<file path="src/hw/rtl/sdhcd_pkg.sv">
package sdhcd_pkg;

  localparam int BASE_W = 28;
  localparam int REQ_W = 32;
  localparam int CODE_W = 10;
  localparam int WORD_W = 16;
  localparam int DIV_W = 11;
  localparam int CNT_W = $clog2(BASE_W);
  localparam int CFG_IDX_W = 2;

  localparam logic [CFG_IDX_W-1:0] CFG_BASE_CLOCK = 2'd0;
  localparam logic [CFG_IDX_W-1:0] CFG_SPEC_V3 = 2'd1;

  // Command to the shared divider.
  typedef struct packed {
    logic              start;
    logic [BASE_W-1:0] dividend;
    logic [BASE_W-1:0] divisor;
  } div_req_t;

  // Status from the shared divider.
  typedef struct packed {
    logic              busy;
    logic              done;
    logic [BASE_W-1:0] quotient;
  } div_rsp_t;

endpackage

</file>
<file path="src/hw/rtl/sdhcd_div.sv">
module sdhcd_div (
  input  logic                clk_i,
  input  logic                rst_ni,
  input  sdhcd_pkg::div_req_t req_i,
  output sdhcd_pkg::div_rsp_t rsp_o
);

  localparam int W = sdhcd_pkg::BASE_W;
  localparam logic [sdhcd_pkg::CNT_W-1:0] LAST = sdhcd_pkg::CNT_W'(W - 1);

  logic                        busy_q, busy_d;
  logic                        done_q, done_d;
  logic [sdhcd_pkg::CNT_W-1:0] cnt_q, cnt_d;
  logic [W-1:0]                rem_q, quo_q, dvs_q;
  logic [W:0]                  rem_sh, diff;
  logic                        ge;

  // One quotient bit per cycle, restoring form.
  assign rem_sh = {rem_q, quo_q[W-1]};
  assign diff   = rem_sh - {1'b0, dvs_q};
  assign ge     = rem_sh >= {1'b0, dvs_q};

  always_comb begin
    busy_d = busy_q;
    done_d = 1'b0;
    cnt_d  = cnt_q;
    if (req_i.start) begin
      busy_d = 1'b1;
      cnt_d  = '0;
    end else if (busy_q) begin
      cnt_d = cnt_q + 1'b1;
      if (cnt_q == LAST) begin
        busy_d = 1'b0;
        done_d = 1'b1;
      end
    end
  end

  always_ff @(posedge clk_i or negedge rst_ni) begin
    if (!rst_ni) begin
      busy_q <= 1'b0;
      done_q <= 1'b0;
      cnt_q  <= '0;
    end else begin
      busy_q <= busy_d;
      done_q <= done_d;
      cnt_q  <= cnt_d;
    end
  end

  always_ff @(posedge clk_i) begin
    if (req_i.start) begin
      rem_q <= '0;
      quo_q <= req_i.dividend;
      dvs_q <= req_i.divisor;
    end else if (busy_q) begin
      rem_q <= ge ? diff[W-1:0] : rem_sh[W-1:0];
      quo_q <= {quo_q[W-2:0], ge};
    end
  end

  assign rsp_o.busy     = busy_q;
  assign rsp_o.done     = done_q;
  assign rsp_o.quotient = quo_q;

endmodule

</file>
<file path="src/hw/rtl/sd_host_clock_divider_top.sv">
// Channel  | Direction | Handshake               | Payload
// ---------+-----------+-------------------------+---------------------------------------
// request  | in        | in_valid_i / in_stall_o | requested_hz_i
// result   | out       | out_valid_o/out_stall_i | divider_code_o, clock_control_word_o,
//          |           |                         | achieved_hz_o
// config   | in        | cfg_we_i                | cfg_index_i, cfg_data_i
//
// A request at or above the base clock goes from its acceptance straight to the final
// state and then to the output register. A request below it makes two passes through
// the shared restoring divider (one quotient bit per cycle), for the search quotient and
// for base over the divider, with a selection state between, then the final state.
// Reset clears the configuration, the sequencer and the output valid flag.
// A stalled result stays in the output register while the next transaction
// computes; the new result waits in the final state until that register frees.
module sd_host_clock_divider_top #(
  parameter int V3_DIVIDER_CAP     = 2046,
  parameter int LEGACY_DIVIDER_CAP = 256
) (
  input  logic                                 clk_i,
  input  logic                                 rst_ni,
  input  logic                                 cfg_we_i,
  input  logic [sdhcd_pkg::CFG_IDX_W-1:0]      cfg_index_i,
  input  logic [sdhcd_pkg::BASE_W-1:0]         cfg_data_i,
  input  logic                                 in_valid_i,
  output logic                                 in_stall_o,
  input  logic [sdhcd_pkg::REQ_W-1:0]          requested_hz_i,
  output logic                                 out_valid_o,
  input  logic                                 out_stall_i,
  output logic [sdhcd_pkg::CODE_W-1:0]         divider_code_o,
  output logic [sdhcd_pkg::WORD_W-1:0]         clock_control_word_o,
  output logic [sdhcd_pkg::BASE_W-1:0]         achieved_hz_o
);

  localparam int BW = sdhcd_pkg::BASE_W;
  localparam int DW = sdhcd_pkg::DIV_W;

  // The search stops at the first even value, or the first power of two,
  // at or above its cap. Both fit the 11-bit divider.
  localparam logic [DW-1:0] V3_STOP = DW'(V3_DIVIDER_CAP + (V3_DIVIDER_CAP % 2));
  localparam logic [DW-1:0] LEGACY_STOP = DW'(1 << $clog2(LEGACY_DIVIDER_CAP));

  typedef enum logic [4:0] {
    ST_IDLE = 5'b00001,
    ST_QUOT = 5'b00010,
    ST_SEL  = 5'b00100,
    ST_ACH  = 5'b01000,
    ST_DONE = 5'b10000
  } state_e;

  // Smallest power of two at or above v, for v no larger than 256.
  function automatic logic [8:0] pow2_ceil(input logic [8:0] v);
    logic [8:0] r;
    r = 9'd256;
    for (int i = 8; i >= 0; i--) begin
      if ((9'd1 << i) >= v) begin
        r = 9'd1 << i;
      end
    end
    return r;
  endfunction

  state_e                      state_q, state_d;
  logic [BW-1:0]               base_q;
  logic                        v3_q;
  logic [DW-1:0]               div_q;
  logic [BW-1:0]               ach_q;
  logic                        out_valid_q, out_valid_d;
  logic [sdhcd_pkg::CODE_W-1:0] code_q;
  logic [sdhcd_pkg::CODE_W-1:0] code_next;
  logic [BW-1:0]               ach_out_q;
  logic                        accept;
  logic                        at_or_above;
  logic                        load_out;
  logic [BW:0]                 d0;
  logic [DW-1:0]               sel_div;
  sdhcd_pkg::div_req_t         div_req;
  sdhcd_pkg::div_rsp_t         div_rsp;

  sdhcd_div u_div (
    .clk_i  (clk_i),
    .rst_ni (rst_ni),
    .req_i  (div_req),
    .rsp_o  (div_rsp)
  );

  // The request is ready only while the sequencer idles.
  assign in_stall_o  = (state_q != ST_IDLE);
  assign accept      = in_valid_i && !in_stall_o;
  assign at_or_above = requested_hz_i >= {{(sdhcd_pkg::REQ_W - BW){1'b0}}, base_q};

  // floor(base / d) <= req holds exactly when d > floor(base / (req + 1)),
  // so the smallest qualifying divider is that quotient plus one, rounded
  // up to the next even value or power of two and limited by the stop value.
  assign d0 = {1'b0, div_rsp.quotient} + 1'b1;

  always_comb begin
    if (v3_q) begin
      if (d0 > {{(BW + 1 - DW){1'b0}}, V3_STOP}) begin
        sel_div = V3_STOP;
      end else begin
        sel_div = d0[DW-1:0] + {{(DW - 1){1'b0}}, d0[0]};
      end
    end else begin
      if (d0 > {{(BW + 1 - DW){1'b0}}, LEGACY_STOP}) begin
        sel_div = LEGACY_STOP;
      end else begin
        sel_div = {{(DW - 9){1'b0}}, pow2_ceil(d0[8:0])};
      end
    end
  end

  // Sequencer: quotient for the search, selection, then base / divider.
  always_comb begin
    state_d          = state_q;
    div_req.start    = 1'b0;
    div_req.dividend = base_q;
    div_req.divisor  = requested_hz_i[BW-1:0] + 1'b1;
    load_out         = 1'b0;
    unique case (state_q)
      ST_IDLE: begin
        if (accept) begin
          if (at_or_above) begin
            state_d = ST_DONE;
          end else begin
            div_req.start = 1'b1;
            state_d       = ST_QUOT;
          end
        end
      end
      ST_QUOT: begin
        if (div_rsp.done) begin
          state_d = ST_SEL;
        end
      end
      ST_SEL: begin
        div_req.start   = 1'b1;
        div_req.divisor = {{(BW - DW){1'b0}}, sel_div};
        state_d         = ST_ACH;
      end
      ST_ACH: begin
        if (div_rsp.done) begin
          state_d = ST_DONE;
        end
      end
      ST_DONE: begin
        if (!out_valid_q || !out_stall_i) begin
          load_out = 1'b1;
          state_d  = ST_IDLE;
        end
      end
      default: begin
        state_d = ST_IDLE;
      end
    endcase
  end

  assign out_valid_d = load_out || (out_valid_q && out_stall_i);
  assign code_next   = div_q[DW-1:1];

  always_ff @(posedge clk_i or negedge rst_ni) begin
    if (!rst_ni) begin
      state_q     <= ST_IDLE;
      out_valid_q <= 1'b0;
      base_q      <= '0;
      v3_q        <= 1'b0;
    end else begin
      state_q     <= state_d;
      out_valid_q <= out_valid_d;
      if (cfg_we_i) begin
        unique case (cfg_index_i)
          sdhcd_pkg::CFG_BASE_CLOCK: base_q <= cfg_data_i;
          sdhcd_pkg::CFG_SPEC_V3:    v3_q   <= cfg_data_i[0];
          default: ;
        endcase
      end
    end
  end

  // Working and result payload registers.
  always_ff @(posedge clk_i) begin
    if (state_q == ST_IDLE && accept && at_or_above) begin
      div_q <= DW'(1);
      ach_q <= base_q;
    end
    if (state_q == ST_SEL) begin
      div_q <= sel_div;
    end
    if (state_q == ST_ACH && div_rsp.done) begin
      ach_q <= div_rsp.quotient;
    end
    if (load_out) begin
      code_q    <= code_next;
      ach_out_q <= ach_q;
    end
  end

  assign out_valid_o          = out_valid_q;
  assign divider_code_o       = code_q;
  assign clock_control_word_o = {code_q[7:0], code_q[9:8], 5'b00000, 1'b1};
  assign achieved_hz_o        = ach_out_q;

endmodule

</file>
<file path="config.mk">
export PLATFORM = sky130hd
export DESIGN_NAME = sd_host_clock_divider_top
export DESIGN_NICKNAME = d
export VERILOG_FILES = /design/src/hw/rtl/sdhcd_pkg.sv /design/src/hw/rtl/sdhcd_div.sv /design/src/hw/rtl/sd_host_clock_divider_top.sv
export SDC_FILE = /design/constraint.sdc
export NUM_CORES = 1
export LEC_CHECK = 0
export BUFFER_PORTS_ARGS = -buffer_cell sky130_fd_sc_hd__buf_4
export CORE_ASPECT_RATIO = 1.75
export CORE_UTILIZATION = 34
export DETAILED_ROUTE_END_ITERATION = 16
export GPL_TIMING_DRIVEN = 0
export SLEW_MARGIN = 20
export SYNTH_ARGS = -nofsm -noshare
export SYNTH_HDL_FRONTEND = slang
export SYNTH_SLANG_ARGS = --single-unit
</file>
<file path="constraint.sdc">
create_clock -name clk_i -period 3.8 [get_ports clk_i]
set_input_delay 0 -clock clk_i [delete_from_list [all_inputs] [get_ports clk_i]]
set_output_delay 0 -clock clk_i [all_outputs]
set_load 0.005 [all_outputs]
</file>
==> impl_metrics.csv, run 1 <==
group,metric,value,unit
run_status,status,"complete, no violations",
cts,cts_setup_buffers,0,
worst_setup_path,reg2reg_to,"u_div.quo_q[0]",
placed_design,dpl.hpwl,29.48,mm
power,sequentialPowerShare,33.9,%
route,antenna_left,0,
route,wl_per_cell,19.19,um
synth,async_flop_share,20.79,%
power,leakagePower,6.097,nW
synth,synth_edf_count,132,
cts,path_clk_slew,0.07,ns
timing,relSlewSlack,49.62,%
synth,ys_seq_area_share,45.64,%
power,power_switching,4.248,mW
power,p_clk_share,20.2,%
finish,final-instance-count-excl-fill,1996,
cts,numCtsBuffers,20,
die,die_w,145.3,um
synth,synth.distinct_cells,92,
die,die_area,0.03673,sq mm
global_route,track_usage,20.73,%
route,viasPerCell,5.384,
cts,clockBufferDepth,3,
placed_design,place_ws,-0.9441,ns
die,io_pins,123,
worst_setup_path,required,4.07,ns
synth,yosys_most_used_dff,"edfxtp_1",
cts,htree_levels,1,
power,power_density,667.3,mW/mm^2
worst_setup_path,r2r-start,"u_div.dvs_q[17]",
worst_setup_path,worstPathArrival,3.97,ns
worst_setup_path,cp_max_fo,10,
route,first_iter_violations,631,
die,core_area,0.03530,sq mm
worst_setup_path,crit_buf_inv,4,
global_route,grt-ovfl-total,0,
cts,clk_latency,0.54,ns
timing,slew_viol_final,0,
cts,clock_sinks,202,
timing,rsz0062_at_grt,"false",
cts,root_buffer,"clkbuf_16",
worst_setup_path,cp_common_cell,"clkbuf_1",
timing,setup_violations,0,
synth,netlist_instances,1298,
global_route,first_global_vias,10989,
die,start_util,34.62,%
worst_setup_path,startpoint_type,"flop",
route,routed_wl,38.31,mm
worst_setup_path,crit_chain,"inv_1, ha_1, clkbuf_1, nand3_1, or3_1, o41a_1, and2_1, clkbuf_1, clkbuf_1, a31oi_1",
finish,n_antenna_cell,0,
worst_setup_path,endpoint_kind,"flop",
die,die_h,252.8,um
power,pwr-share-comb,45.9,%
placed_design,port_buffers,116,
timing,fin_crit,3.703,ns
timing,timing.final.crit_share,97.45,%
global_route,grt_pass1_wl,59.16,mm
cts,tritoncts,"yes",
timing,skew,0.02777,ns
placed_design,place_inst,1887,
job,maxCapViolCount,0,
die,core.rowCount,91,
synth,syn-cell-area,0.01222,sq mm
synth,synth_seq_cells,202,
route,drc,0,
worst_setup_path,slowest_stage,"o41a_1",
route,dr.pass1.iters,5,
timing,hold_viol_final,0,
power,switching_share,41.74,%
worst_setup_path,reg2reg_depth,10,
timing,worstMarginPinSlew,0.7439,ns
timing,fin_setup_tns,0,ns
worst_setup_path,critical_path.max_stage_delay,0.52,ns
worst_setup_path,critPathKind,"flop to flop",
synth,synth_warnings,0,
finish,num-nets-final,1647,
route,num_vias,10746,
worst_setup_path,critical-path-top-delay-family,"compound AO/OA/AOI/OAI gates",
global_route,grt_max_degree,43,
synth,syn_area_per_cell,9.414,sq um
global_route,antenna_found_initial,0,
worst_setup_path,rrSetupSlack,0.1,ns
power,vdd_drop_max,312.0,uV
timing,clock.fmax,0.2701,GHz
finish,drive_above_1_share,15.15,%
finish,fin_util,43.20,%
worst_hold_path,hp-class,"primary input to asynchronous set/reset pin",
finish,syn_to_final_growth,24.80,%
timing,layout_setup_ws,0.09705,ns
power,intPower,5.928,mW
placed_design,place.gp.congestion,0.9192,
## logic make-up (layout without fill, tap and decap cells)
| group | Yosys count | in the layout | synth area share, % |
|---|---|---|---|
| multiplexers | 9 | 9 | 0.7884 |
| flip-flops | 202 | 202 | 45.64 |
| adder cells (fa/ha/maj) | 63 | 63 | 6.512 |
| other | 2 | 6 | 0.06146 |
| AND/OR/NAND/NOR | 430 | 430 | 18.01 |
| XOR/XNOR | 63 | 63 | 4.516 |
| AO/OA/AOI/OAI | 364 | 364 | 18.44 |
| buffers and inverters | 165 | 394 | 6.031 |
## synthesized netlist by cell type, types with 31 or more instances
cell	n	share of area, %
a21oi_1	57	2.3
a31oi_1	31	1.6
clkbuf_1	44	1.4
dfrtp_1	41	8.4
edfxtp_1	132	32
ha_1	62	6.3
inv_1	82	2.5
nand2_1	148	4.5
nand3_1	52	2.1
nor2_1	72	2.2
o21ai_0	159	6.5
xnor2_1	35	2.5
## area by class of cell
class	count	area (sq um)
fillers	3453	20050
inverters	82	307.8
clock inverters	13	128.9
flip-flops and latches	202	5577
plain buffers	83	440.4
multi-input cells	935	5992
clock buffers	23	533.0
repair buffers	193	1689
well taps	465	581.8
## layout by cell type (no fill, tap or decap), types with 42 or more instances in the layout
cell,netlist,final
buf_4,20,136
edfxtp_1,132,132
nor2_1,72,72
o21ai_0,159,159
dlygate4sd3_1,0,73
nand3_1,52,52
inv_1,82,82
ha_1,62,62
nand2_1,148,147
clkbuf_1,44,42
a21oi_1,57,55
## routing by layer
| layer | up-vias | part of all wire [%] | global-route usage, % |
|---|---|---|---|
| met5 | - | 0 | 0 |
| met4 | 0 | 5.4 | 12.36 |
| met3 | 112 | 3.6 | 1.982 |
| met2 | 317 | 56 | 41.98 |
| met1 | 5153 | 35 | 19.88 |
| li1 | 5164 | - | - |
## worst max-delay path by stage
stage	cells past startpoint	from	slack, ns	endpoint
after global routing	10	u_div.dvs_q[17]	0.04	u_div.quo_q[0]
after detailed placement	10	base_q[27]	-0.94	u_div.quo_q[1]
after global placement	10	base_q[27]	-1.31	u_div.quo_q[0]
after CTS	10	base_q[26]	0.08	u_div.quo_q[1]
after floorplan	10	base_q[14]	0.46	u_div.quo_q[0]
final	10	u_div.dvs_q[17]	0.1	u_div.quo_q[0]
## flip-flops by register name, indices dropped and copies added, names as in the netlist, 5 cells and up
signal	count
base_q	28
u_div.dvs_q	28
u_div.quo_q	28
state_q	5
ach_q	28
u_div.rem_q	28
achieved_hz_o	28
u_div.cnt_q	5
div_q	10
divider_code_o	10
## power groups by stage
stage / clock network [mW] / logic (mW) / registers [mW]
after CTS: 2.10 / 4.60 / 3.44
after detailed placement: 0 / 4.50 / 3.49
after global routing: 2.18 / 5.14 / 3.50
after floorplan: 0 / 3.30 / 3.32
after global placement: 0 / 4.40 / 3.48
final: 2.06 / 4.67 / 3.45
## what timing repair did
item                                   in CTS  in global routing
cloned                                      0                  0
hold buffers                               73                  0
setup endpoints to repair                  61                 58
pin swaps                                   0                  1
resized for setup                           7                 13
endpoints found under the hold margin     112                  0
## stage by stage
step / total power [mW] / area, sq um / hold WS (ns)
after floorplan: 6.614 / 12230 / -0.2956
after global placement: 7.875 / 13690 / 0.03213
after detailed placement: 7.982 / 13800 / 0.04476
after CTS: 10.14 / 15210 / 0.03254
after global routing: 10.82 / 15250 / 0.07955
final: 10.18 / 15250 / 0.02335
Power figures use the tool's default switching activity.
==> inputs of run 2 (changes only) <==
--- a/config.mk
+++ b/config.mk
@@ -10,6 +10,7 @@
 export CORE_UTILIZATION = 34
 export DETAILED_ROUTE_END_ITERATION = 16
 export GPL_TIMING_DRIVEN = 0
+export MAX_ROUTING_LAYER = met4
 export SLEW_MARGIN = 20
 export SYNTH_ARGS = -nofsm -noshare
 export SYNTH_HDL_FRONTEND = slang
==> run 2 against run 1 <==
Effect of this change: combinational power is essentially flat; global-route usage increased by 0.59 points; via count is 0.75% higher; clock power rose by 3%; sequential share of layout area did not move; total power is 0.41% higher; sequential power barely moved; setup slack better by 0.0080 ns; wire length fell by 0.47%; maximum frequency increased by 0.22%; sequential cell count did not move; largest cell class unchanged.
==> impl_metrics.csv, run 2 (same netlist as run 1, synthesis figures left out) <==
group,metric,value,unit
run_status,status,"complete, no violations",
placed_design,place_inst,1887,
cts,root_buffer,"clkbuf_16",
route,viasPerCell,5.422,
global_route,grt_max_degree,43,
worst_setup_path,r2r-start,"base_q[27]",
worst_hold_path,hp-class,"primary input to asynchronous set/reset pin",
worst_setup_path,worstPathArrival,3.94,ns
power,leakagePower,6.086,nW
power,sequentialPowerShare,33.8,%
finish,final_common_cell,"o21ai_0",
finish,fin_util,43.20,%
power,intPower,5.986,mW
cts,path_clk_slew,0.08,ns
global_route,grt_pass1_wl,59.13,mm
finish,syn_to_final_growth,24.80,%
timing,timing.final.crit_share,97.24,%
cts,clk_latency,0.53,ns
timing,clock.fmax,0.2706,GHz
finish,num-nets-final,1646,
route,num_vias,10827,
worst_setup_path,rrSetupSlack,0.11,ns
route,antenna_left,0,
die,die_area,0.03673,sq mm
global_route,first_global_vias,10955,
timing,rsz0062_at_grt,"false",
finish,layout_common_cells,"159 x o21ai_0, 147 x nand2_1, 136 x buf_4",
timing,fin_hold_ws,0.04154,ns
cts,clockBufferDepth,3,
worst_setup_path,startpoint_type,"flop",
die,start_util,34.62,%
die,core_area,0.03530,sq mm
cts,tritoncts,"yes",
timing,setup_violations,0,
timing,relSlewSlack,36.48,%
route,first_iter_violations,598,
cts,numCtsBuffers,20,
global_route,track_usage,21.32,%
route,drc,0,
route,wl_per_cell,19.09,um
die,core.rowCount,91,
worst_setup_path,reg2reg_to,"u_div.quo_q[27]",
timing,fin_setup_tns,0,ns
worst_setup_path,cp_max_fo,10,
power,vdd_drop_max,424.6,uV
worst_setup_path,required,4.04,ns
power,p_clk_share,20.8,%
power,switching_share,41.42,%
timing,fin_crit,3.695,ns
placed_design,port_buffers,116,
die,io_pins,123,
power,power_density,670.0,mW/mm^2
cts,htree_levels,1,
route,routed_wl,38.13,mm
placed_design,dpl.hpwl,29.50,mm
global_route,antenna_found_initial,2,
worst_setup_path,endpoint_kind,"flop",
job,maxCapViolCount,0,
timing,hold_viol_final,0,
cts,clock_sinks,202,
timing,skew,0.01928,ns
placed_design,place.gp.congestion,0.9269,
power,pwr-share-comb,45.5,%
cts,cts_setup_buffers,0,
global_route,grt-ovfl-total,0,
timing,slew_viol_final,0,
worst_setup_path,reg2reg_depth,10,
timing,worstMarginPinSlew,0.9409,ns
route,dr.pass1.iters,5,
power,total_power,10.22,mW
worst_setup_path,critPathKind,"flop to flop",
die,die_w,145.3,um
finish,final-instance-count-excl-fill,1997,
finish,drive_above_1_share,15.16,%
die,die_h,252.8,um
power,power_switching,4.232,mW
[run 2: power groups by stage]
stage	combinational [mW]	sequential, mW	clock [mW]
2_1_floorplan	3.30	3.32	0
3_3_place_gp	4.41	3.48	0
3_5_place_dp	4.50	3.49	0
4_1_cts	4.59	3.45	2.14
5_1_grt	5.12	3.51	2.22
6_report	4.64	3.45	2.12
[run 2: worst max-delay path by stage]
stage | from | endpoint | slack [ns] | cells past startpoint
3_3_place_gp | base_q[27] | u_div.quo_q[0] | -1.27 | 10
3_5_place_dp | base_q[27] | u_div.quo_q[1] | -0.93 | 10
6_report | base_q[27] | u_div.quo_q[27] | 0.11 | 10
2_1_floorplan | base_q[14] | u_div.quo_q[0] | 0.46 | 10
4_1_cts | u_div.quo_q[0] | div_q[8] | 0.08 | 11
5_1_grt | base_q[27] | u_div.quo_q[1] | 0.001 | 10
[run 2: timing repair]
| action | 4_1_cts | 5_1_grt |
|---|---|---|
| setup endpoints to repair | 61 | 50 |
| hold buffers | 72 | 0 |
| gates cloned | 0 | 0 |
| hold endpoints to repair | 112 | 0 |
| resized for setup | 7 | 7 |
[run 2: cell type report]
cell class                 instances  area, sq um
inverter                          82        307.8
fill                            3461        20050
clock inverter                    12        140.1
clock buffer                      24        536.8
antenna                            2        5.005
timing repair buffer             192         1679
tap                              465        581.8
sequential                       202         5577
buffer                            83        439.2
multi-input combinational        935         5983
[run 2: worst max-delay path, cell delays in order, from the launching register on]
cell	delay, ns
dfrtp_1	0.33
inv_1	0.08
ha_1	0.30
nand4_1	0.16
nor3_1	0.29
nor4bb_2	0.48
o31ai_1	0.24
a21oi_2	0.39
clkbuf_2	0.39
clkbuf_1	0.58
o21ai_0	0.16
[run 2: stage by stage]
step	instance area, sq um	setup slack, ns
global route	15250	0.0009903
finish	15250	0.1050
detailed placement	13800	-0.9332
floorplan	12230	0.4644
global placement	13690	-1.272
CTS	15220	0.08146
[run 2: layer usage]
| layer | part of all wire, % | vias up | wire, um | GRT usage (%) |
|---|---|---|---|---|
| met4 | 5.8 | 0 | 2205 | 12.66 |
| met3 | 3.0 | 124 | 1125 | 1.604 |
| li1 | - | 5175 | - | - |
| met2 | 56 | 278 | 21520 | 42.27 |
| met5 | 0 | - | 0 | - |
| met1 | 35 | 5250 | 13280 | 19.70 |
